<file path="src/hdl/gvc_pkg.sv">
// shared types and constants for the greedy vertex coloring block
package gvc_pkg;

  localparam int unsigned VERTEX_W = 16;
  localparam int unsigned COLOR_W  = 5;
  localparam int unsigned OQ_DEPTH = 3;
  localparam int unsigned OQ_PW    = $clog2(OQ_DEPTH);
  localparam int unsigned OQ_CW    = $clog2(OQ_DEPTH + 1);

  typedef logic [VERTEX_W-1:0] vertex_t;

  typedef struct packed {
    logic    valid;
    logic    hit;
    logic    last;
    logic    fwd;
    vertex_t vertex;
  } stage_t;

  typedef struct packed {
    vertex_t              vertex;
    logic [COLOR_W-1:0]   color;
    logic                 overflow;
  } result_t;

endpackage

</file>
<file path="src/hdl/gvc_outq.sv">
// three-entry result queue in front of the output channel
module gvc_outq (
  input  logic                         clk_i,
  input  logic                         rst_ni,
  input  logic                         push_i,
  input  gvc_pkg::result_t             data_i,
  input  logic                         pop_i,
  output logic                         valid_o,
  output gvc_pkg::result_t             data_o,
  output logic [gvc_pkg::OQ_CW-1:0]    count_o
);

  gvc_pkg::result_t             buf_q [gvc_pkg::OQ_DEPTH];
  logic [gvc_pkg::OQ_PW-1:0]    wptr_q, wptr_d;
  logic [gvc_pkg::OQ_PW-1:0]    rptr_q, rptr_d;
  logic [gvc_pkg::OQ_CW-1:0]    cnt_q, cnt_d;
  logic                         do_pop;

  assign do_pop = pop_i && (cnt_q != '0);

  always_comb begin
    wptr_d = wptr_q;
    rptr_d = rptr_q;
    cnt_d  = cnt_q;
    if (push_i) begin
      wptr_d = (wptr_q == gvc_pkg::OQ_PW'(gvc_pkg::OQ_DEPTH - 1)) ? '0 : wptr_q + 1'b1;
    end
    if (do_pop) begin
      rptr_d = (rptr_q == gvc_pkg::OQ_PW'(gvc_pkg::OQ_DEPTH - 1)) ? '0 : rptr_q + 1'b1;
    end
    if (push_i && !do_pop) begin
      cnt_d = cnt_q + 1'b1;
    end else if (!push_i && do_pop) begin
      cnt_d = cnt_q - 1'b1;
    end
  end

  always_ff @(posedge clk_i or negedge rst_ni) begin
    if (!rst_ni) begin
      wptr_q <= '0;
      rptr_q <= '0;
      cnt_q  <= '0;
    end else begin
      wptr_q <= wptr_d;
      rptr_q <= rptr_d;
      cnt_q  <= cnt_d;
    end
  end

  always_ff @(posedge clk_i) begin
    if (push_i) begin
      buf_q[wptr_q] <= data_i;
    end
  end

  assign valid_o = (cnt_q != '0);
  assign data_o  = buf_q[rptr_q];
  assign count_o = cnt_q;

endmodule

</file>
<file path="config.mk">
export PLATFORM = sky130hd
export DESIGN_NAME = gvc_outq
export DESIGN_NICKNAME = d
export VERILOG_FILES = /design/src/hdl/gvc_pkg.sv /design/src/hdl/gvc_outq.sv
export SDC_FILE = /design/constraint.sdc
export NUM_CORES = 1
export LEC_CHECK = 0
export BUFFER_PORTS_ARGS = -buffer_cell sky130_fd_sc_hd__buf_2
export CORE_ASPECT_RATIO = 0.5
export CORE_MARGIN = 4
export CORE_UTILIZATION = 55
export DETAILED_ROUTE_END_ITERATION = 8
export PLACE_DENSITY = 0.79
export SLEW_MARGIN = 20
export SYNTH_ARGS = -nofsm -noshare
export SYNTH_HDL_FRONTEND = slang
export SYNTH_SLANG_ARGS = --single-unit
</file>
<file path="constraint.sdc">
create_clock -name clk_i -period 5.58 [get_ports clk_i]
set_input_delay 1.674 -clock clk_i [delete_from_list [all_inputs] [get_ports clk_i]]
set_output_delay 1.674 -clock clk_i [all_outputs]
set_load 0.02 [all_outputs]
</file>
=== Word-level counts from Yosys, hierarchy flattened ===
Memory sizes are Yosys's and may differ from the RTL's.
Cells that the tools add are included.
W data, S select, Z words.

* Word-level logic and storage cells: 23
* RAM bits: 66
* Output and inout port bits: 25
* Memories: 1
* Bits of input ports: 26
* Bits in registers: 6

{| class="wikitable"
|+ Memory list
! memory !! words !! bits a word !! read ports !! clocked after Yosys merged registers in !! write ports !! RTL line !! source
|-
| buf_q || 3 || 22 || 1 || 0 || 1 || gvc_outq.sv:13 || <nowiki>gvc_pkg::result_t buf_q [gvc_pkg::OQ_DEPTH];</nowiki>
|}

* Multiplexer cells: 6
* Reductions and logical operators: 7
* $add $sub $neg: 4
* Equality and inequality tests: 2

{| class="wikitable"
|+ Operators with widths
! cell !! number
|-
| $mux W2 || 4
|-
| $add A2 B1 Y2 const B || 3
|-
| $eq A2 B2 Y1 const B || 2
|-
| $reduce_bool A2 Y1 || 2
|-
| $logic_and A1 B1 Y1 || 3
|-
| $logic_not A1 Y1 || 2
|-
| $mux W1 || 2
|-
| $sub A2 B1 Y2 const B || 1
|}

=== Depth between registers and ports, before layout ===
Gate-level depths: netlist of run 1.

* Word-level depth: 5
* Gate-level depth with buffers: 5
* Mapped depth without buffers: 5

=== Least setup slack after synthesis of run 1 ===
OpenSTA, ideal clock, no wires.

* Path kind: input port to flip-flop
* Start point: input port push_i
* End point: memory buf_q[2][0] in the netlist's numbering (enable)
* Stages: 2
* Setup time: 433 ps
* Arrival: 3401 ps
* Path slack: 1746 ps
* Data required time: 5147 ps
* Buffers on the path: 0
* Cell sequence: inv_1 > nor3b_1

* Word-level cells in the longest chain between the ends: 2

{| class="wikitable"
|+ RTL lines
! item !! RTL line !! source
|-
| from (decl) || gvc_outq.sv:5 || <nowiki>input logic push_i,</nowiki>
|-
| $mux W1 || gvc_outq.sv:51 || <nowiki>if (push_i) begin</nowiki>
|-
| $mux W1 (not written as such) || gvc_outq.sv:52 || <nowiki>buf_q[wptr_q] <= data_i;</nowiki>
|-
| to (decl) || gvc_outq.sv:13 ||
|}

Every way passes these cells.

==> impl_results.md, run 1 <==
* Hold endpoint: count_o[1]
* First-pass GRT wire length at 7452 um
* Sequential element share of the synthesized area at 77.49%
* Post-DR wirelength/cell at 14.99 um
* Largest net degree at the start of global routing at 37
* DRT Pass-1 Iters at 4
* Fmax at 290.5 MHz
* WP data arrival at 1.77 ns
* Detailed-route via count at 1,478
* DRC Markers at 0
* PostCTS Resize Cnt at 0
* H-tree depth at 3
* Initial antenna violation count at 0
* Clock root cell: clkbuf_8
* Via density at a little over 5
* Die H at between 50 and 60 um
* Flops & latches, synth at 72
* Synth warn at 0
* CP Cell Sequence: buf_4 -> mux2i_1 -> o21ai_1 -> buf_2
* RSZ-0062 raised after global routing: no
* CP Data Required Time at 3.91 ns
* WHS Path Cells at 1
* Later-pin clock latency in the skew report at 0.34 ns
* Port bufs at 50
* CTS tree: built
* RePlAce Congestion at slightly below 0.7
* Tcrit/Tclk final at 61.69%
* Post-Synthesis Cells at 165
* Met1 GRT Util at 19.64%
* Critical path peak fanout at 18
* Critical path launch point type: flip-flop
* Distinct cells, synth at 22
* Layout area overhead at 17.10%
* TNS Setup at 0 ns
* Post-Syn Nets at 192
* Post-Syn Area at about 2800 um^2
* Final net count at 250
* Clock Tree Buf Depth at 2
* DP HPWL at 2884 um
* Postcts setup bufs at 0
* Hold_buf cts at 0
* Post-Route WL at 4407 um
* Final Hold Vio Count at 0
* Place WS at 2.321 ns
* Fillers at 318
* Setup crit end kind: primary output
* Crit Reg-Reg Startpoint: wptr_q[0]
* Cell Rows at 17
* Die area at 6267 um^2
* Slowest stage delay, CP at approximately 0.56 ns
* Ant. Diodes at 0
* GR Overflow Total at 0
* Reg2reg setup slack at 3.80 ns
* Rel. slew slack at a little under half
* Clock Sinks at 72
* Post-route clock skew at 0.006522 ns
* Pwr per Cell Area at 522.8 nW/um^2
* CP max-delay cell: dfrtp_1
* Vias in the first global route at 1,559
* Crit Reg-Reg Endpoint: buf_q[2][5]
* R2R cell count at 2
* HP Start: count_o[1]
* TritonCTS buffer count at 9
* Die width at between 100 and 150 um
* Global routing usage on met2 at a little over a quarter
* Core box area at between 4000 and 5000 um^2
* Ports at 51
* Met3 Use GR at under 10%
* HP Class: reg -> reg
* Ratio of cells with drive above 1 in the final layout at 33.33%
* Initial Util at 59.61%
* Final setup margin at 2.138 ns
* Clk slew on worst S/H paths at 0.07 ns
* Iteration-0 DRC Markers at 63
* Syn avg cell area at 16.68 um^2
* Total track usage at 16.26%
* Peak supply drop at between 300 and 400 uV
* Final ANT Viol Nets at 0
* Static Leak at 1.225 nW
* Outcome: finished clean
* Max_cap viols at 0
* Tmin final at 3.442 ns
* Kind of critical path: reg -> out
* Setup-failing EPs final at 0
* Actual slew at the worst max-slew pin at 0.8095 ns
* Max-slew violation count at 0
* Most used routing layer: met2
flip-flops by register name, summed over array words and instances, names as in the netlist:
register / flops
rptr_q: 2
count_o: 2
buf_q: 66
wptr_q: 2
Yosys cell counts:
| cell type | instances | area (um^2) |
|---|---|---|
| nor3_1 | 1 | 5.000 |
| inv_1 | 1 | 3.750 |
| nor3_2 | 1 | 10.01 |
| nor2_1 | 2 | 7.510 |
| o21ai_2 | 1 | 8.760 |
| xor2_1 | 2 | 17.52 |
| mux2i_1 | 22 | 220.2 |
| clkbuf_1 | 1 | 3.750 |
| dfrtp_1 | 6 | 150.1 |
| buf_6 | 1 | 11.26 |
| or2_2 | 1 | 6.260 |
| xnor2_1 | 1 | 8.760 |
| a21o_1 | 3 | 22.52 |
| ha_1 | 1 | 12.51 |
| buf_12 | 2 | 40.04 |
| o21ai_1 | 23 | 115.1 |
| buf_2 | 3 | 15.01 |
| nor3b_1 | 1 | 7.510 |
| nand2b_1 | 1 | 6.260 |
| edfxtp_1 | 66 | 1982 |
| nand2_1 | 24 | 90.09 |
| buf_4 | 1 | 7.510 |
where the power goes:
part           leakage [nW]  total [mW]  switching, mW  internal, mW
sequential            0.683       0.755         0.0577         0.698
combinational         0.465       0.588          0.379         0.209
clock                0.0781       0.341          0.182         0.159
total                  1.23        1.68          0.619          1.07
final cells by class:
cell class	count	area (um^2)	area share [%]
Multi-Input combinational cell	84	550.5	17.09
Sequential cell	72	2132	66.17
Clock buffer	10	127.6	3.961
Inverter	1	3.754	0.1165
Timing Repair Buffer	55	287.8	8.932
Tap cell	66	82.58	2.563
Clock inverter	6	37.54	1.165
per-layer routing:
metal | vias to the layer above | wire (um)
met1 | 704 | 1981
met2 | 46 | 2105
met3 | 2 | 285
met5 | - | 0
li1 | 726 | -
met4 | 0 | 34
metrics by stage:
stage | instance area (um^2) | instances | total power, mW | hold slack (ns) | utilization (%)
2_1_floorplan | 2751 | 165 | 1.206 | 0.4883 | -
3_3_place_gp | 3057 | 278 | 1.350 | 0.5035 | 66.22
3_5_place_dp | 3057 | 278 | 1.366 | 0.5095 | 66.22
4_1_cts | 3222 | 294 | 1.704 | 0.5204 | 69.80
5_1_grt | 3222 | 294 | 1.791 | 0.5475 | 69.80
6_report | 3222 | 294 | 1.684 | 0.5214 | 69.80
cells in the final DEF (no fill, tap or decap):
master and instances:
edfxtp_1 66, buf_2 50, nand2_1 24, o21ai_1 23, mux2i_1 22, clkbuf_8 9, dfrtp_1 6, buf_4 5
a21o_1 3, clkinvlp_4 3, clkinv_2 3, nor3_2 2, xor2_1 2, or2_2 1, o21ai_2 1, nor2_2 1
inv_1 1, nor3b_2 1, xnor2_1 1, nand2b_1 1, nor2_1 1, ha_1 1, clkbuf_1 1
cells by family after synthesis:
| logic type | count (synthesis) | share of synthesized area [%] |
|---|---|---|
| buffers and inverters | 9 | 2.956 |
| multiplexers | 22 | 8.004 |
| XOR/XNOR | 3 | 0.9552 |
| AND/OR/NAND/NOR | 31 | 4.821 |
| flip-flops | 72 | 77.49 |
| AO/OA/AOI/OAI | 27 | 5.321 |
| adder cells (fa/ha/maj) | 1 | 0.4547 |
worst max-delay path by stage:
stage	from	slack (ns)	end	cells past startpoint
detailed placement	push_i	2.32	buf_q[2][5]	4
global route	rptr_q[0]	1.96	data_o[11]	4
finish	rptr_q[0]	2.14	data_o[11]	4
CTS	rptr_q[0]	2.09	data_o[17]	4
global placement	push_i	2.41	buf_q[2][5]	4
floorplan	push_i	1.75	buf_q[2][0]	2
critical path, delay by kind of cell (launching register included):
kind | cells | cell delay (ns)
compound gates | 1 | 0.08
buf+inv | 2 | 0.56
flops | 1 | 0.56
mux | 1 | 0.23
No activity file was read; power rests on OpenSTA's default activity.
==> run 2, diff against run 1 <==
Settings changed: CORE_UTILIZATION 55 to 49, PLACE_DENSITY 0.79 to 0.75.
Clock period 5.58 ns to 2.9 ns, I/O delays scaled along.
==> run 2 against run 1 <==
Cell count up 1.0%. Die area up 11%. Largest cell class unchanged. Global-route usage down 1.7 points. Highest routed layer unchanged. Clock power rose to 3.2 times the previous value. Flip-flop and latch count unchanged. Largest power group unchanged. Setup slack worse by 1.7 ns.
==> impl_results.md, run 2 (synthesis results as in run 1) <==
* Final Hold Vio Count at 0 (unchanged)
* WP data arrival at 1.63 ns (-0.14 ns)
* Final ANT Viol Nets at 0 (unchanged)
* Cell Rows at 18 (+1)
* Hold_buf cts at 0 (unchanged)
* Tmin final at 2.498 ns
* Static Leak at 1.306 nW (+6.6%)
* Iteration-0 DRC Markers at 100 (+59%)
* Post-Route WL at 4486 um (+1.8%)
* RePlAce Congestion at 0.7175 (+5.8%)
* Most common cell after layout, fill and taps aside: edfxtp_1
* Fillers at 366 (+15%)
* Die width at 114.0 um (+5.5%)
* Detailed-route via count at 1,449 (-2.0%)
* Actual slew at the worst max-slew pin at 0.4287 ns (-0.3808 ns)
* WL met3 at 290 um (+1.8%)
* Core box area at 5180 um^2 (+12%)
* Place WS at 0.7729 ns (-1.548 ns)
* Critical path peak fanout at 18 (unchanged)
* Postcts setup bufs at 0 (unchanged)
* TNS Setup at 0 ns (unchanged)
* Final net count at 250 (unchanged)
* Max_cap viols at 0 (unchanged)
* CTS tree: built
* Met2 wire length at 2302 um (+9.4%)
* HP Class: in -> async
* Ant. Diodes at 0 (unchanged)
* Outcome: finished clean
* DRC Markers at 0 (unchanged)
* TritonCTS buffer count at 9 (unchanged)
* GR Overflow Total at 0 (unchanged)
* Register bank with the most flops: buf_q
* Via density at 4.879 (-3.0%)
* Clock Tree Buf Depth at 2 (unchanged)
* Kind of critical path: reg -> out
* Clock root cell: clkbuf_16
* Max reg flops at 66 (unchanged)
* Later-pin clock latency in the skew report at 0.32 ns (-0.02 ns)
* DP HPWL at 2862 um (-0.76%)
* Initial Util at 53.12% (-6.5 points)
* Initial antenna violation count at 0 (unchanged)
* Die area at 6950 um^2 (+11%)
* Final setup margin at 0.4020 ns (-1.736 ns)
* Ports at 51 (unchanged)
* Clk slew on worst S/H paths at 0.05 ns (-0.02 ns)
* Reg2reg setup slack at 1.47 ns (-2.33 ns)
* Final Util at 65.65% (-4.1 points)
* Critical path launch point type: flip-flop
* DRT Pass-1 Iters at 5 (+1)
* Post-route clock skew at 0.005501 ns (-0.001021 ns)
* Ratio of cells with drive above 1 in the final layout at 32.16% (-1.2 points)
* Most frequent cells in the layout: edfxtp_1 (66), buf_2 (50), nand2_1 (24), o21ai_1 (23), mux2i_1 (22)
* RSZ-0062 raised after global routing: no
* Max-slew violation count at 0 (unchanged)
* Tcrit/Tclk final at 86.14%
* Fmax at 400.3 MHz
* Post-DR wirelength/cell at 15.10 um (+0.76%)
* Peak supply drop at 516.9 uV (+66%)
* CP Data Required Time at 2.03 ns (-1.88 ns)
* Die H at 60.99 um (+5.1%)
* PostCTS Resize Cnt at 0 (unchanged)
* Max Used Layer: met4
* Clock Sinks at 72 (unchanged)
* Pwr per Cell Area at 1099 nW/um^2 (+110%)
* Hold_ws at 0.3665 ns (-0.1549 ns)
* Setup crit end kind: primary output
* H-tree depth at 3 (unchanged)
* Layout area overhead at 23.60%
* Largest net degree at the start of global routing at 37 (unchanged)
* Setup-failing EPs final at 0 (unchanged)
* Rel. slew slack at 71.42% (+26 points)
* Port bufs at 50 (unchanged)
* Total track usage at 14.54% (-1.7 points)
* Vias in the first global route at 1,496 (-4.0%)
* First-pass GRT wire length at 7148 um (-4.1%)
* Post-Route M1 WL at 1865 um (-5.9%)
[run 2: cell count changes in the layout (fill, tap and decap cells not counted), moves of 2 or more]
cell        previous run  this run
buf_12                 0         2
buf_4                  5         3
bufinv_16              0         2
clkbuf_16              0         9
clkbuf_8               9         0
clkinv_1               0         2
clkinv_2               3         1
clkinvlp_4             3         0
[run 2: worst max-delay path, cell delays in order (launching register included)]
cell     delay [ns]
dfrtp_1        0.57
buf_12         0.24
mux2i_1        0.26
o21ai_1        0.07
buf_2          0.16
[run 2: through the flow]
| step | std cells | total power, mW | area, um^2 |
|---|---|---|---|
| 2_1_floorplan | 165 | 2.323 | 2761 |
| 6_report | 297 | 3.736 | 3401 |
| 3_3_place_gp | 282 | 2.650 | 3099 |
| 4_1_cts | 297 | 3.786 | 3401 |
| 5_1_grt | 297 | 3.940 | 3401 |
| 3_5_place_dp | 282 | 2.681 | 3099 |
[run 2: worst paths after layout]
check	start	to	cells past startpoint
worst max-delay path	rptr_q[0]	data_o[12]	4
worst min-delay path	rst_ni	rptr_q[0]	1
worst max register to register	wptr_q[0]	buf_q[0][8]	2
worst min register to register	count_o[1]	count_o[1]	1
max in group asynchronous	rst_ni	wptr_q[1]	1
min in group clk_i	count_o[1]	count_o[1]	1
[run 2: metal layers]
metal / vias to the layer above / global-route usage [%]
met4: 0 / 5.076
met3: 2 / 8.068
li1: 730 / -
met2: 31 / 24.54
met5: - / 0
met1: 686 / 16.03
[run 2: where the power goes]
| part | total (mW) | switching [mW] | internal, mW |
|---|---|---|---|
| Sequential | 1.47 | 0.123 | 1.35 |
| Combinational | 1.17 | 0.730 | 0.444 |
| Clock | 1.09 | 0.355 | 0.739 |
[run 2: layout make-up]
| class | count | area [um^2] | area share [%] |
|---|---|---|---|
| Clock buffer | 10 | 229.0 | 6.733 |
| Clock inverter | 5 | 72.57 | 2.134 |
| Inverter | 1 | 3.754 | 0.1104 |
| Multi-Input combinational cell | 84 | 563.0 | 16.56 |
| Sequential cell | 72 | 2132 | 62.69 |
| Tap cell | 70 | 87.58 | 2.575 |
| Timing Repair Buffer | 55 | 312.8 | 9.198 |
