### src/hdl/gvc_pkg.sv
// shared types and constants for the greedy vertex coloring block
package gvc_pkg;

  localparam int unsigned VERTEX_W = 16;
  localparam int unsigned COLOR_W  = 5;
  localparam int unsigned OQ_DEPTH = 3;
  localparam int unsigned OQ_PW    = $clog2(OQ_DEPTH);
  localparam int unsigned OQ_CW    = $clog2(OQ_DEPTH + 1);

  typedef logic [VERTEX_W-1:0] vertex_t;

  typedef struct packed {
    logic    valid;
    logic    hit;
    logic    last;
    logic    fwd;
    vertex_t vertex;
  } stage_t;

  typedef struct packed {
    vertex_t              vertex;
    logic [COLOR_W-1:0]   color;
    logic                 overflow;
  } result_t;

endpackage

### src/hdl/gvc_mark.sv
// used-color mask and lowest free color pick
module gvc_mark #(
  parameter int unsigned MAX_COLORS = 32,
  parameter int unsigned CW         = 5
) (
  input  logic             clk_i,
  input  logic             rst_ni,
  input  gvc_pkg::stage_t  stage_i,
  input  logic [CW-1:0]    rd_color_i,
  output logic [CW-1:0]    color_o,
  output logic             push_o,
  output gvc_pkg::result_t result_o
);

  logic [MAX_COLORS-1:0] used_q;
  logic [MAX_COLORS-1:0] used_d;
  logic [MAX_COLORS-1:0] mark;
  logic [MAX_COLORS-1:0] used_now;
  logic [MAX_COLORS-1:0] free;
  logic [CW-1:0]         pick;
  logic                  done;
  logic [gvc_pkg::COLOR_W+CW-1:0] color_ext;

  assign done     = stage_i.valid && stage_i.last;
  assign mark     = (stage_i.valid && stage_i.hit) ?
                    (MAX_COLORS'(1) << rd_color_i) : '0;
  assign used_now = used_q | mark;
  assign free     = ~used_now;

  always_comb begin
    pick = CW'(MAX_COLORS - 1);
    for (int i = MAX_COLORS - 1; i >= 0; i--) begin
      if (free[i]) begin
        pick = CW'(i);
      end
    end
  end

  assign used_d = done ? '0 : used_now;

  always_ff @(posedge clk_i or negedge rst_ni) begin
    if (!rst_ni) begin
      used_q <= '0;
    end else begin
      used_q <= used_d;
    end
  end

  assign color_ext         = {{gvc_pkg::COLOR_W{1'b0}}, pick};
  assign color_o           = pick;
  assign push_o            = done;
  assign result_o.vertex   = stage_i.vertex;
  assign result_o.color    = color_ext[gvc_pkg::COLOR_W-1:0];
  assign result_o.overflow = &used_now;

endmodule

### config.mk
export PLATFORM = sky130hd
export DESIGN_NAME = gvc_mark
export DESIGN_NICKNAME = d
export VERILOG_FILES = /design/src/hdl/gvc_pkg.sv /design/src/hdl/gvc_mark.sv
export SDC_FILE = /design/constraint.sdc
export NUM_CORES = 1
export LEC_CHECK = 0
export ABC_CLOCK_PERIOD_IN_PS = 5200
export BUFFER_PORTS_ARGS = -buffer_cell sky130_fd_sc_hd__buf_4
export CAP_MARGIN = 10
export CORE_MARGIN = 10
export CORE_UTILIZATION = 50
export CTS_CLUSTER_SIZE = 8
export DETAILED_ROUTE_END_ITERATION = 12
export PLACE_DENSITY_LB_ADDON = 0.08
export SYNTH_ARGS = -nofsm -noshare
export SYNTH_HDL_FRONTEND = slang
export SYNTH_SLANG_ARGS = --single-unit
### constraint.sdc
create_clock -name clk_i -period 5.2 [get_ports clk_i]
set_clock_uncertainty 0.05 [all_clocks]
set_input_delay 0.52 -clock clk_i [delete_from_list [all_inputs] [get_ports clk_i]]
set_output_delay 0.52 -clock clk_i [all_outputs]
set_load 0.01 [all_outputs]
### Word level (Yosys, flattened, before mapping)

Cells that the tools add are included.

* bits of input ports: 27
* output and inout port bits: 28
* logic and storage cells: 40
* flip-flop bits (word level): 32

* shift-type cells: 1
* bitwise operators: 2
* reductions and logical operators: 3
* multiplexer cells: 33

Operators with widths (count)
* 2-to-1 mux 5 bit: 29
* 2-to-1 mux 32 bit: 2
* bitwise OR 32 bit: 1
* AND reduction 32 bit: 1
* << shifter 1 x 5 -> 32 bit, first input constant: 1
* inverter 31 bit: 1
* logical AND 1 bit: 2
* 2-to-1 mux 2 bit: 1
* 2-to-1 mux 1 bit: 1

### Depth between registers and ports, before layout

Gate-level depths: netlist (run 1).

* depth after elaboration: 35
* depth in mapped cells: 9
* gate-level depth less buffers: 6

### Worst setup path before layout (run 1)

Ideal clock, no wire load.

* path kind: input-to-output
* from: input port rd_color_i[2]
* to: output port result_o[3] in the netlist's numbering
* stages on the path: 8
* slack: 2431 ps
* arrival time: 2199 ps
* buffers on the path: 2
* required time: 4630 ps
* cell sequence: buf_4 -> nor3b_4 -> a21oi_1 -> o21a_1 -> o21ai_1 -> nand3_1 -> a311oi_1 -> buf_4

* word-level cells in the longest chain between the ends: 32

RTL lines
* start: declaration: RTL line gvc_mark.sv:9 `input logic [CW-1:0] rd_color_i,`
* << shifter 1 x 5 -> 32 bit *: RTL line gvc_mark.sv:26 `(MAX_COLORS'(1) << rd_color_i) : '0;`
* 2-to-1 mux 32 bit *: RTL line gvc_mark.sv:25 `assign mark = (stage_i.valid && stage_i.hit) ?`
* bitwise OR 32 bit *: RTL line gvc_mark.sv:27 `assign used_now = used_q | mark;`
* inverter 31 bit *: RTL line gvc_mark.sv:28 `assign free = ~used_now;`
* 2-to-1 mux 5 bit (27 in a row): RTL line gvc_mark.sv:33 `if (free[i]) begin`
* 2-to-1 mux 5 bit *: RTL line gvc_mark.sv:33
* end: declaration: RTL line gvc_mark.sv:12 `output gvc_pkg::result_t result_o`

Every way passes the cells marked *; elsewhere a longest branch is shown, timed or not.

### Worst setup path after layout (run 1)

* from: input port rd_color_i[1]
* to: output port color_o[0]

* word-level cells in the longest chain between the ends: 35

RTL lines
* << shifter 1 x 5 -> 32 bit *: RTL line gvc_mark.sv:26
* 2-to-1 mux 32 bit *: RTL line gvc_mark.sv:25
* bitwise OR 32 bit *: RTL line gvc_mark.sv:27
* inverter 31 bit *: RTL line gvc_mark.sv:28
* 2-to-1 mux 1 bit: RTL line gvc_mark.sv:33
* 2-to-1 mux 2 bit: RTL line gvc_mark.sv:33
* 2-to-1 mux 5 bit (28 in a row): RTL line gvc_mark.sv:33
* 2-to-1 mux 5 bit *: RTL line gvc_mark.sv:33
* end: declaration: RTL line gvc_mark.sv:10 `output logic [CW-1:0] color_o,`

Marks and branches as above.

==> impl_metrics.py, run 1 <==
metrics = {
    "finish": {
        "final_cell_mix": "43 x nor2_1, 32 x dfrtp_1, 30 x a21oi_1, 22 x buf_4, 11 x nand2_1",
        "top_register": "used_q",
        "largest_reg_flops": 32,
        "drive_gt1_frac": 0.174,
        "synthToLayoutAreaGrowth_pct": 4.84,
        "fillers": 409,
        "final_area_mm2": 0.00227,
        "final_common_cell": "nor2_1",
        "num_antenna_cells": 0,
        "largestRegisters": "used_q (32)",
        "nNetsFinal": 273,
    },
    "status": {
        "status": "finished, final reports clean",
    },
    "floorplan": {
        "die_w_um": 85.9,
        "start_util": 0.531,
        "die_y_um": 85.9,
        "core_area_mm2": 0.00409,
        "rows": 23,
        "dieArea_mm2": 0.00737,
        "io_pins": 55,
    },
    "synthesis": {
        "yosysUniqueCellTypes": 58,
        "yosysTopAreaCell": "dfrtp_1",
        "seq_area_frac_synth": 0.369,
        "netlist_area_mm2": 0.00217,
        "async_reset_ff_frac": 1.00,
        "yosysTopAreaCellShare": 0.369,
        "synth_area_leaders": "dfrtp_1 37%, buf_4 8.0%, nor2_1 7.4%, a21oi_1 6.9%, a21o_1 2.4%",
        "synth_seq_cells": 32,
        "syn_nets": 278,
        "synth_ff_type": "dfrtp_1",
        "synth-edff-count": 0,
        "yosysWarnings": 0,
        "syn_avg_cell_area_um2": 8.64,
        "syn_inst": 251,
    },
    "detailed_routing": {
        "m1WireLength_um": 2560,
        "highest_layer": "met4",
        "ant_nets": 0,
        "vias": 1801,
        "firstDrtPassIters": 4,
        "drtIter0Drc": 137,
        "wl_met2_um": 2320,
        "via_per_inst": 6.06,
        "drt_wl_total_um": 5270,
        "avgRoutedWirePerCell_um": 17.7,
        "wl_met3_um": 339,
        "drc": 0,
    },
    "sta": {
        "maxSlewHeadroom": 0.504,
        "finalHoldViolCount": 0,
        "rsz0062_at_grt": "no",
        "fin_tns_setup_ns": 0,
        "setup_viol": 0,
        "tightestPinTransition_ns": 0.742,
        "fmax_mhz": 308,
        "timing.final.ws_setup_ns": 1.95,
        "fin_crit_ns": 3.25,
        "period_share": 0.624,
        "maxSlewViolCount": 0,
    },
    "run": {
        "cap_violations": 0,
    },
    "global_routing": {
        "grt_overflow": 0,
        "track_usage": 0.145,
        "grt_pass1_wl_um": 8750,
        "grt_pass1_vias": 1733,
        "grt_max_degree": 33,
        "antenna_found_initial": 0,
    },
    "power_and_ir_drop": {
        "vdd_ir_drop_max_mv": 0.165,
        "total_power_w": 0.000548,
        "powerDensity_mw_per_mm2": 241,
        "leakage_nw": 0.958,
    },
    "place": {
        "dpl_cell_area_mm2": 0.00217,
        "pre_cts_ws_ns": 1.94,
        "hpwl_um": 3830,
        "portBuffers": 21,
        "gp_congestion": 0.867,
    },
    "clocking": {
        "clockBufferDepth": 2,
        "clock_tree.root_cell": "clkbuf_8",
        "cts_buffers": 5,
        "post_cts_buffers": 0,
        "clock_latency_ns": 0.28,
        "cts_tree": "done",
        "cts_resized": 0,
        "clkSlewWorstSetupHoldPaths_ns": 0.07,
        "htree_levels": 2,
        "clock_sinks": 32,
        "ctsHoldBuffers": 0,
    },
    "worst_setup_path": {
        "worstReg2RegEnd": "used_q[20]",
        "r2r_cells": 2,
        "rr_startpoint": "used_q[20]",
        "required_ns": 4.63,
        "crit_path_start": "rd_color_i[1]",
        "worstSetupPathType": "primary input to primary output",
        "critPathLaunchType": "primary input",
        "endpoint": "color_o[0]",
        "r2r_setup_slack_ns": 4.24,
        "cp_max_fo": 13,
        "arrival_ns": 2.68,
        "end_kind": "primary output",
    },
    "worst_hold_path": {
        "hold_class": "primary input to asynchronous set/reset pin",
    },
}
stage by stage:
stage                     hold WS, ns  instances   util
after detailed placement        0.438        289  0.530
after floorplan                 0.174        251      -
after global placement          0.418        289  0.530
after global routing            0.138        297  0.557
final                           0.113        297  0.557
after CTS                       0.131        297  0.557
cells in the mapped netlist, types with 4 or more instances:
master	n
a211oi_1	5
a21boi_0	4
a21o_1	7
a21oi_1	30
a32oi_1	6
and2_1	5
buf_2	7
buf_4	23
dfrtp_1	32
inv_1	5
nand2_1	11
nand2b_1	4
nand3_1	5
nor2_1	43
nor3_1	5
worst min path at each step:
stage	startpoint	slack [ns]	end
6_report	rst_ni	0.11	used_q[24]
5_1_grt	rst_ni	0.14	used_q[24]
4_1_cts	rst_ni	0.13	used_q[24]
3_5_place_dp	rst_ni	0.44	used_q[24]
3_3_place_gp	used_q[31]	0.42	used_q[31]
2_1_floorplan	rst_ni	0.17	used_q[0]
area by class of cell:
| class | instances | area [µm²] | share of cell area |
|---|---|---|---|
| multi-input cells | 180 | 1120 | 0.492 |
| well taps | 50 | 62.6 | 0.0275 |
| clock inverters | 2 | 35.0 | 0.0154 |
| inverters | 5 | 18.8 | 0.00825 |
| repair buffers | 22 | 165 | 0.0726 |
| clock buffers | 6 | 72.6 | 0.0319 |
| flip-flops and latches | 32 | 801 | 0.352 |
layer usage:
| layer | vias to the layer above | global-route usage |
|---|---|---|
| met4 | 0 | 0.0494 |
| met2 | 51 | 0.205 |
| met3 | 5 | 0.0435 |
| met1 | 862 | 0.203 |
| met5 | - | 0 |
| li1 | 883 | - |
logic make-up after synthesis:
group | synth area share
AO/OA/AOI/OAI | 0.264
flip-flops | 0.369
multiplexers | 0.0104
buffers and inverters | 0.115
AND/OR/NAND/NOR | 0.242
power breakdown:
| group | leakage [nW] | switching [W] | internal [W] |
|---|---|---|---|
| logic | 0.458 | 0.0000355 | 0.0000184 |
| clock network | 0.0552 | 0.0000939 | 0.000142 |
| registers | 0.444 | 0.00000382 | 0.000254 |
| total | 0.958 | 0.000133 | 0.000415 |
worst max-delay path, stage by stage:
cell and delay [ns]:
buf_4 0.18, nor2b_1 0.63, a22oi_1 0.13, or3_1 0.34, a221o_1 0.29, a311o_1 0.35, o211ai_2 0.09, buf_4 0.15
No activity file was read; power rests on OpenSTA's default activity.
==> run 2: changes to the inputs <==
Settings changed: ABC_AREA set to 1, ABC_CLOCK_PERIOD_IN_PS 5200 to 3100.
Clock period 5.2 ns to 3.1 ns, I/O delays scaled along.
==> impl_metrics.py, run 2 <==
metrics = {
    "global_routing": {
        "grt_pass1_vias": 1568,
        "grt_pass1_wl_um": 7460,
        "grt_overflow": 0,
        "track_usage": 0.143,
        "grt_max_degree": 33,
        "antenna_found_initial": 0,
    },
    "detailed_routing": {
        "ant_nets": 0,
        "avgRoutedWirePerCell_um": 14.3,
        "vias": 1634,
        "via_per_inst": 4.97,
        "drt_wl_total_um": 4710,
        "firstDrtPassIters": 4,
        "drc": 0,
        "drtIter0Drc": 91,
    },
    "synthesis": {
        "yosysWarnings": 0,
        "syn_avg_cell_area_um2": 7.41,
        "seq_area_frac_synth": 0.408,
        "synth_commonest_cells": "46 x nor2_1, 45 x nand2_1, 43 x inv_1, 32 x dfrtp_1, 24 x a21oi_1",
        "synth_seq_cells": 32,
        "syn_nets": 292,
        "yosysMostFrequentCell": "nor2_1",
        "synth-edff-count": 0,
        "netlist_area_mm2": 0.00196,
        "yosysTopAreaCell": "dfrtp_1",
        "yosysUniqueCellTypes": 27,
        "synth_ff_type": "dfrtp_1",
        "syn_inst": 265,
        "async_reset_ff_frac": 1.00,
        "yosysTopAreaCellShare": 0.408,
        "synth_area_leaders": "dfrtp_1 41%, nor2_1 8.8%, nand2_1 8.6%, inv_1 8.2%, buf_4 8.0%",
    },
    "sta": {
        "maxSlewHeadroom": 0.553,
        "rsz0062_at_grt": "yes",
        "tightestPinTransition_ns": 0.670,
        "fmax_mhz": 336,
        "period_share": 0.961,
        "setup_viol": 0,
        "maxSlewViolCount": 0,
        "finalHoldViolCount": 0,
        "timing.final.ws_setup_ns": 0.122,
        "fin_crit_ns": 2.98,
    },
    "finish": {
        "finalNonFillerCells": 329,
        "final_cell_mix": "44 x nor2_1, 43 x inv_1, 43 x nand2_1, 32 x buf_4, 32 x dfrtp_1",
        "largest_reg_flops": 32,
        "top_register": "used_q",
        "nNetsFinal": 307,
        "largestRegisters": "used_q (32)",
        "final_common_cell": "nor2_1",
        "final_area_mm2": 0.00223,
        "fin_util": 0.601,
        "drive_gt1_frac": 0.228,
        "synthToLayoutAreaGrowth_pct": 13.7,
        "num_antenna_cells": 0,
    },
    "worst_setup_path": {
        "critPathMaxStageDelay_ns": 0.15,
        "cpMaxStageDelayCell": "nor2_2",
        "required_ns": 2.74,
        "cp_max_fo": 8,
        "arrival_ns": 2.62,
        "worstSetupPathType": "primary input to primary output",
        "end_kind": "primary output",
        "path_common_cell": "nand2_1",
        "critPathLaunchType": "primary input",
    },
    "place": {
        "pre_cts_ws_ns": 0.0369,
        "gp_congestion": 0.869,
        "dpl_cell_area_mm2": 0.00198,
        "portBuffers": 21,
        "hpwl_um": 3390,
        "placed_cells": 309,
    },
    "floorplan": {
        "io_pins": 55,
        "die_w_um": 82.7,
        "core_area_mm2": 0.00372,
        "dieArea_mm2": 0.00683,
        "start_util": 0.528,
        "die_y_um": 82.7,
        "rows": 22,
    },
    "power_and_ir_drop": {
        "switching_power_w": 0.000228,
        "vdd_ir_drop_max_mv": 0.219,
        "power_frac_comb": 0.118,
        "clock_power_share": 0.389,
        "total_power_w": 0.000870,
        "p_int_w": 0.000642,
        "powerDensity_mw_per_mm2": 390,
        "leakage_nw": 1.27,
        "sequentialPowerShare": 0.493,
        "switching_share": 0.262,
    },
    "clocking": {
        "clkSlewWorstSetupHoldPaths_ns": 0.07,
        "clock_sinks": 32,
        "cts_buffers": 5,
        "clock_tree.root_cell": "clkbuf_8",
        "cts_tree": "done",
        "clock_latency_ns": 0.29,
        "htree_levels": 2,
        "clockBufferDepth": 2,
    },
    "run": {
        "cap_violations": 0,
    },
    "worst_hold_path": {
        "hold_class": "primary input to flop",
    },
    "status": {
        "status": "finished, final reports clean",
    },
}
## run 2: changes by cell type after synthesis, moves of 5 or more
cell and change:
inv_1 +38, a21o_1 -7, buf_2 -7, a32oi_1 -6, nand2_1 +34, and2_1 -5, nor4_1 +7, a211oi_1 -5
a21oi_1 -6
## run 2: what timing repair did
item	CTS	global route
gates resized for setup	0	17
hold endpoints to repair	32	0
hold buffers	1	0
endpoints found under the setup margin	0	2
buffers inserted	0	11
## run 2: cell type report
type	count	area, µm²
Clock buffer	6	82.6
Clock inverter	2	10.0
Fill cell	359	1480
Inverter	49	204
Multi-Input combinational cell	155	762
Sequential cell	32	801
Tap cell	48	60.1
Timing Repair Buffer	37	313
## run 2: kinds of logic after synthesis
family | count (synthesis) | synth area share
AND/OR/NAND/NOR | 114 | 0.249
AO/OA/AOI/OAI | 41 | 0.127
buffers and inverters | 78 | 0.215
flip-flops | 32 | 0.408
## run 2: worst paths after layout
path | slack, ns | start | to | cells past startpoint
max | 0.12 | stage_i[18] | result_o[1] | 36
min | 0.39 | rd_color_i[1] | used_q[21] | 4
max reg2reg | 2.20 | used_q[22] | used_q[22] | 2
min reg2reg | 0.44 | used_q[15] | used_q[15] | 2
max in group asynchronous | 2.26 | rst_ni | used_q[3] | 2
min in group asynchronous | 0.44 | rst_ni | used_q[20] | 2
## run 2: worst max-delay path, delay by kind of cell
family,cells,cell delay (ns)
simple gates,32,1.94
compound gates,1,0.06
buf+inv,3,0.30
## run 2: power groups by stage
| stage | Sequential, W | Clock, W | Combinational, W |
|---|---|---|---|
| finish | 0.000429 | 0.000338 | 0.000103 |
| detailed placement | 0.000436 | 0 | 0.0000875 |
| global route | 0.000429 | 0.000366 | 0.000115 |
| floorplan | 0.000436 | 0 | 0.0000794 |
| global placement | 0.000436 | 0 | 0.0000865 |
| CTS | 0.000428 | 0.000349 | 0.0000887 |
## run 2: routing by layer
layer,global-route usage,vias up,share of wire
met1,0.172,751,0.43
li1,-,836,-
met4,0.0552,0,0.015
met5,0,-,0
met3,0.0529,11,0.068
met2,0.228,36,0.49
## run 2: through the flow
| stage | hold slack [ns] | setup TNS (ns) |
|---|---|---|
| 3_3_place_gp | 0.227 | 0 |
| 6_report | 0.394 | 0 |
| 5_1_grt | 0.423 | -0.306 |
| 3_5_place_dp | 0.226 | 0 |
| 4_1_cts | 0.437 | 0 |
| 2_1_floorplan | -0.0356 | 0 |
==> run 3: changes to the inputs <==
Settings changed: CELL_PAD_IN_SITES_DETAIL_PLACEMENT set to 1, CELL_PAD_IN_SITES_GLOBAL_PLACEMENT set to 1, CORE_UTILIZATION 50 to 37, CTS_CLUSTER_SIZE 8 to 24.
==> impl_metrics.py, run 3 (same netlist as run 2, synthesis figures left out) <==
metrics = {
    "global_routing": {
        "antenna_found_initial": 0,
        "grt_pass1_wl_um": 8980,
        "track_usage": 0.132,
        "grt_max_degree": 33,
        "grt_pass1_vias": 1823,
        "grt_overflow": 0,
    },
    "sta": {
        "maxSlewViolCount": 0,
        "fmax_mhz": 332,
        "maxSlewHeadroom": 0.603,
        "tightestPinTransition_ns": 0.595,
        "finalHoldViolCount": 0,
        "timing.final.ws_setup_ns": 0.0840,
        "period_share": 0.973,
        "setup_viol": 0,
        "fin_crit_ns": 3.02,
        "rsz0062_at_grt": "yes",
    },
    "finish": {
        "multiInputGateArea_um2": 774,
        "synthToLayoutAreaGrowth_pct": 19.3,
        "final_common_cell": "nor2_1",
        "top_register": "used_q",
        "final_area_mm2": 0.00234,
        "num_antenna_cells": 0,
        "fillers": 671,
        "seqCellArea_um2": 801,
        "largestRegisters": "used_q (32)",
        "nNetsFinal": 318,
        "largest_reg_flops": 32,
        "final_cell_mix": "45 x nor2_1, 43 x inv_1, 42 x nand2_1, 42 x buf_4, 32 x dfrtp_1",
        "drive_gt1_frac": 0.250,
    },
    "run": {
        "cap_violations": 0,
    },
    "worst_setup_path": {
        "path_common_cell": "nand2_1",
        "cpMaxStageDelayCell": "o21bai_4",
        "rr_startpoint": "used_q[23]",
        "arrival_ns": 2.66,
        "cp_top_family": "simple AND/OR/NAND/NOR gates",
        "worstSetupPathType": "primary input to primary output",
        "crit_path_start": "rd_color_i[1]",
        "cp_max_fo": 8,
        "required_ns": 2.74,
        "cp.buffers_inverters": 3,
        "critPathLaunchType": "primary input",
        "end_kind": "primary output",
        "critPathMaxStageDelay_ns": 0.20,
    },
    "detailed_routing": {
        "drtIter0Drc": 87,
        "wl_met2_um": 2700,
        "drc": 0,
        "drt_wl_total_um": 5340,
        "via_per_inst": 4.63,
        "vias": 1675,
        "m1WireLength_um": 2340,
        "highest_layer": "met4",
        "firstDrtPassIters": 4,
        "wl_met3_um": 232,
        "avgRoutedWirePerCell_um": 14.8,
        "ant_nets": 0,
    },
    "floorplan": {
        "die_y_um": 92.8,
        "die_w_um": 92.8,
        "core_area_mm2": 0.00514,
        "rows": 26,
        "dieArea_mm2": 0.00862,
        "io_pins": 55,
        "start_util": 0.382,
    },
    "power_and_ir_drop": {
        "leakage_nw": 1.33,
        "powerDensity_mw_per_mm2": 375,
        "vdd_ir_drop_max_mv": 0.228,
    },
    "place": {
        "dpl_cell_area_mm2": 0.00212,
        "hpwl_um": 4110,
        "gp_congestion": 0.770,
        "portBuffers": 21,
        "pre_cts_ws_ns": 0.0153,
    },
    "clocking": {
        "clock_tree.root_cell": "clkbuf_8",
        "clockBufferDepth": 2,
        "clock_latency_ns": 0.28,
        "clkSlewWorstSetupHoldPaths_ns": 0.06,
        "cts_buffers": 5,
        "cts_tree": "done",
        "htree_levels": 2,
        "clock_sinks": 32,
    },
    "status": {
        "status": "finished, final reports clean",
    },
    "worst_hold_path": {
        "hold_class": "flop to flop",
        "hold_start": "used_q[31]",
    },
}
-- run 3: cell types whose count changed in the layout (fill, tap and decap cells not counted), moves of 2 or more --
cell | before | now
buf_4 | 32 | 42
buf_6 | 2 | 4
clkbuf_1 | 0 | 2
clkinv_2 | 2 | 0
-- run 3: layer usage --
layer  global-route usage  up-vias
li1                     -      854
met1                0.150      795
met2                0.229       18
met3               0.0363        8
met4               0.0488        0
met5                    0        -
-- run 3: worst reg2reg max path, stage by stage (launching register included) --
cell and delay (ns):
dfrtp_1 0.36, a21oi_1 0.22, buf_4 0.16, nor2_1 0.03
-- run 3: power by group --
group / total (W) / switching [W] / internal, W
logic: 0.000109 / 0.0000670 / 0.0000421
registers: 0.000429 / 0.00000244 / 0.000426
clock network: 0.000340 / 0.000158 / 0.000181
-- run 3: what timing repair did --
item	4_1_cts	5_1_grt
hold endpoints to repair	32	0
gates resized for setup	0	18
endpoints found under the setup margin	0	3
buffers inserted	0	7
hold buffers	1	0
-- run 3: area by class of cell --
cell class,count,area share
flip-flops and latches,32,0.342
multi-input cells,155,0.331
repair buffers,48,0.167
inverters,49,0.0849
clock buffers,8,0.0385
well taps,70,0.0374
-- run 3: through the flow --
step,hold WS [ns],power (W),instances,util,setup TNS (ns)
detailed placement,0.235,0.000534,346,0.413,0
global route,0.464,0.000923,362,0.456,-0.759
finish,0.434,0.000877,362,0.456,0
CTS,0.438,0.000876,355,0.432,0
global placement,0.230,0.000531,346,0.413,0
floorplan,-0.0356,0.000515,265,-,0
-- run 3: worst paths after layout --
path | depth (start not counted) | slack (ns) | endpoint
worst min register to register | 2 | 0.43 | used_q[31]
worst max register to register | 3 | 2.16 | used_q[23]
max in group asynchronous | 2 | 2.23 | used_q[30]
min in group asynchronous | 2 | 0.46 | used_q[19]
worst max-delay path | 33 | 0.08 | result_o[1]
worst min-delay path | 2 | 0.43 | used_q[31]
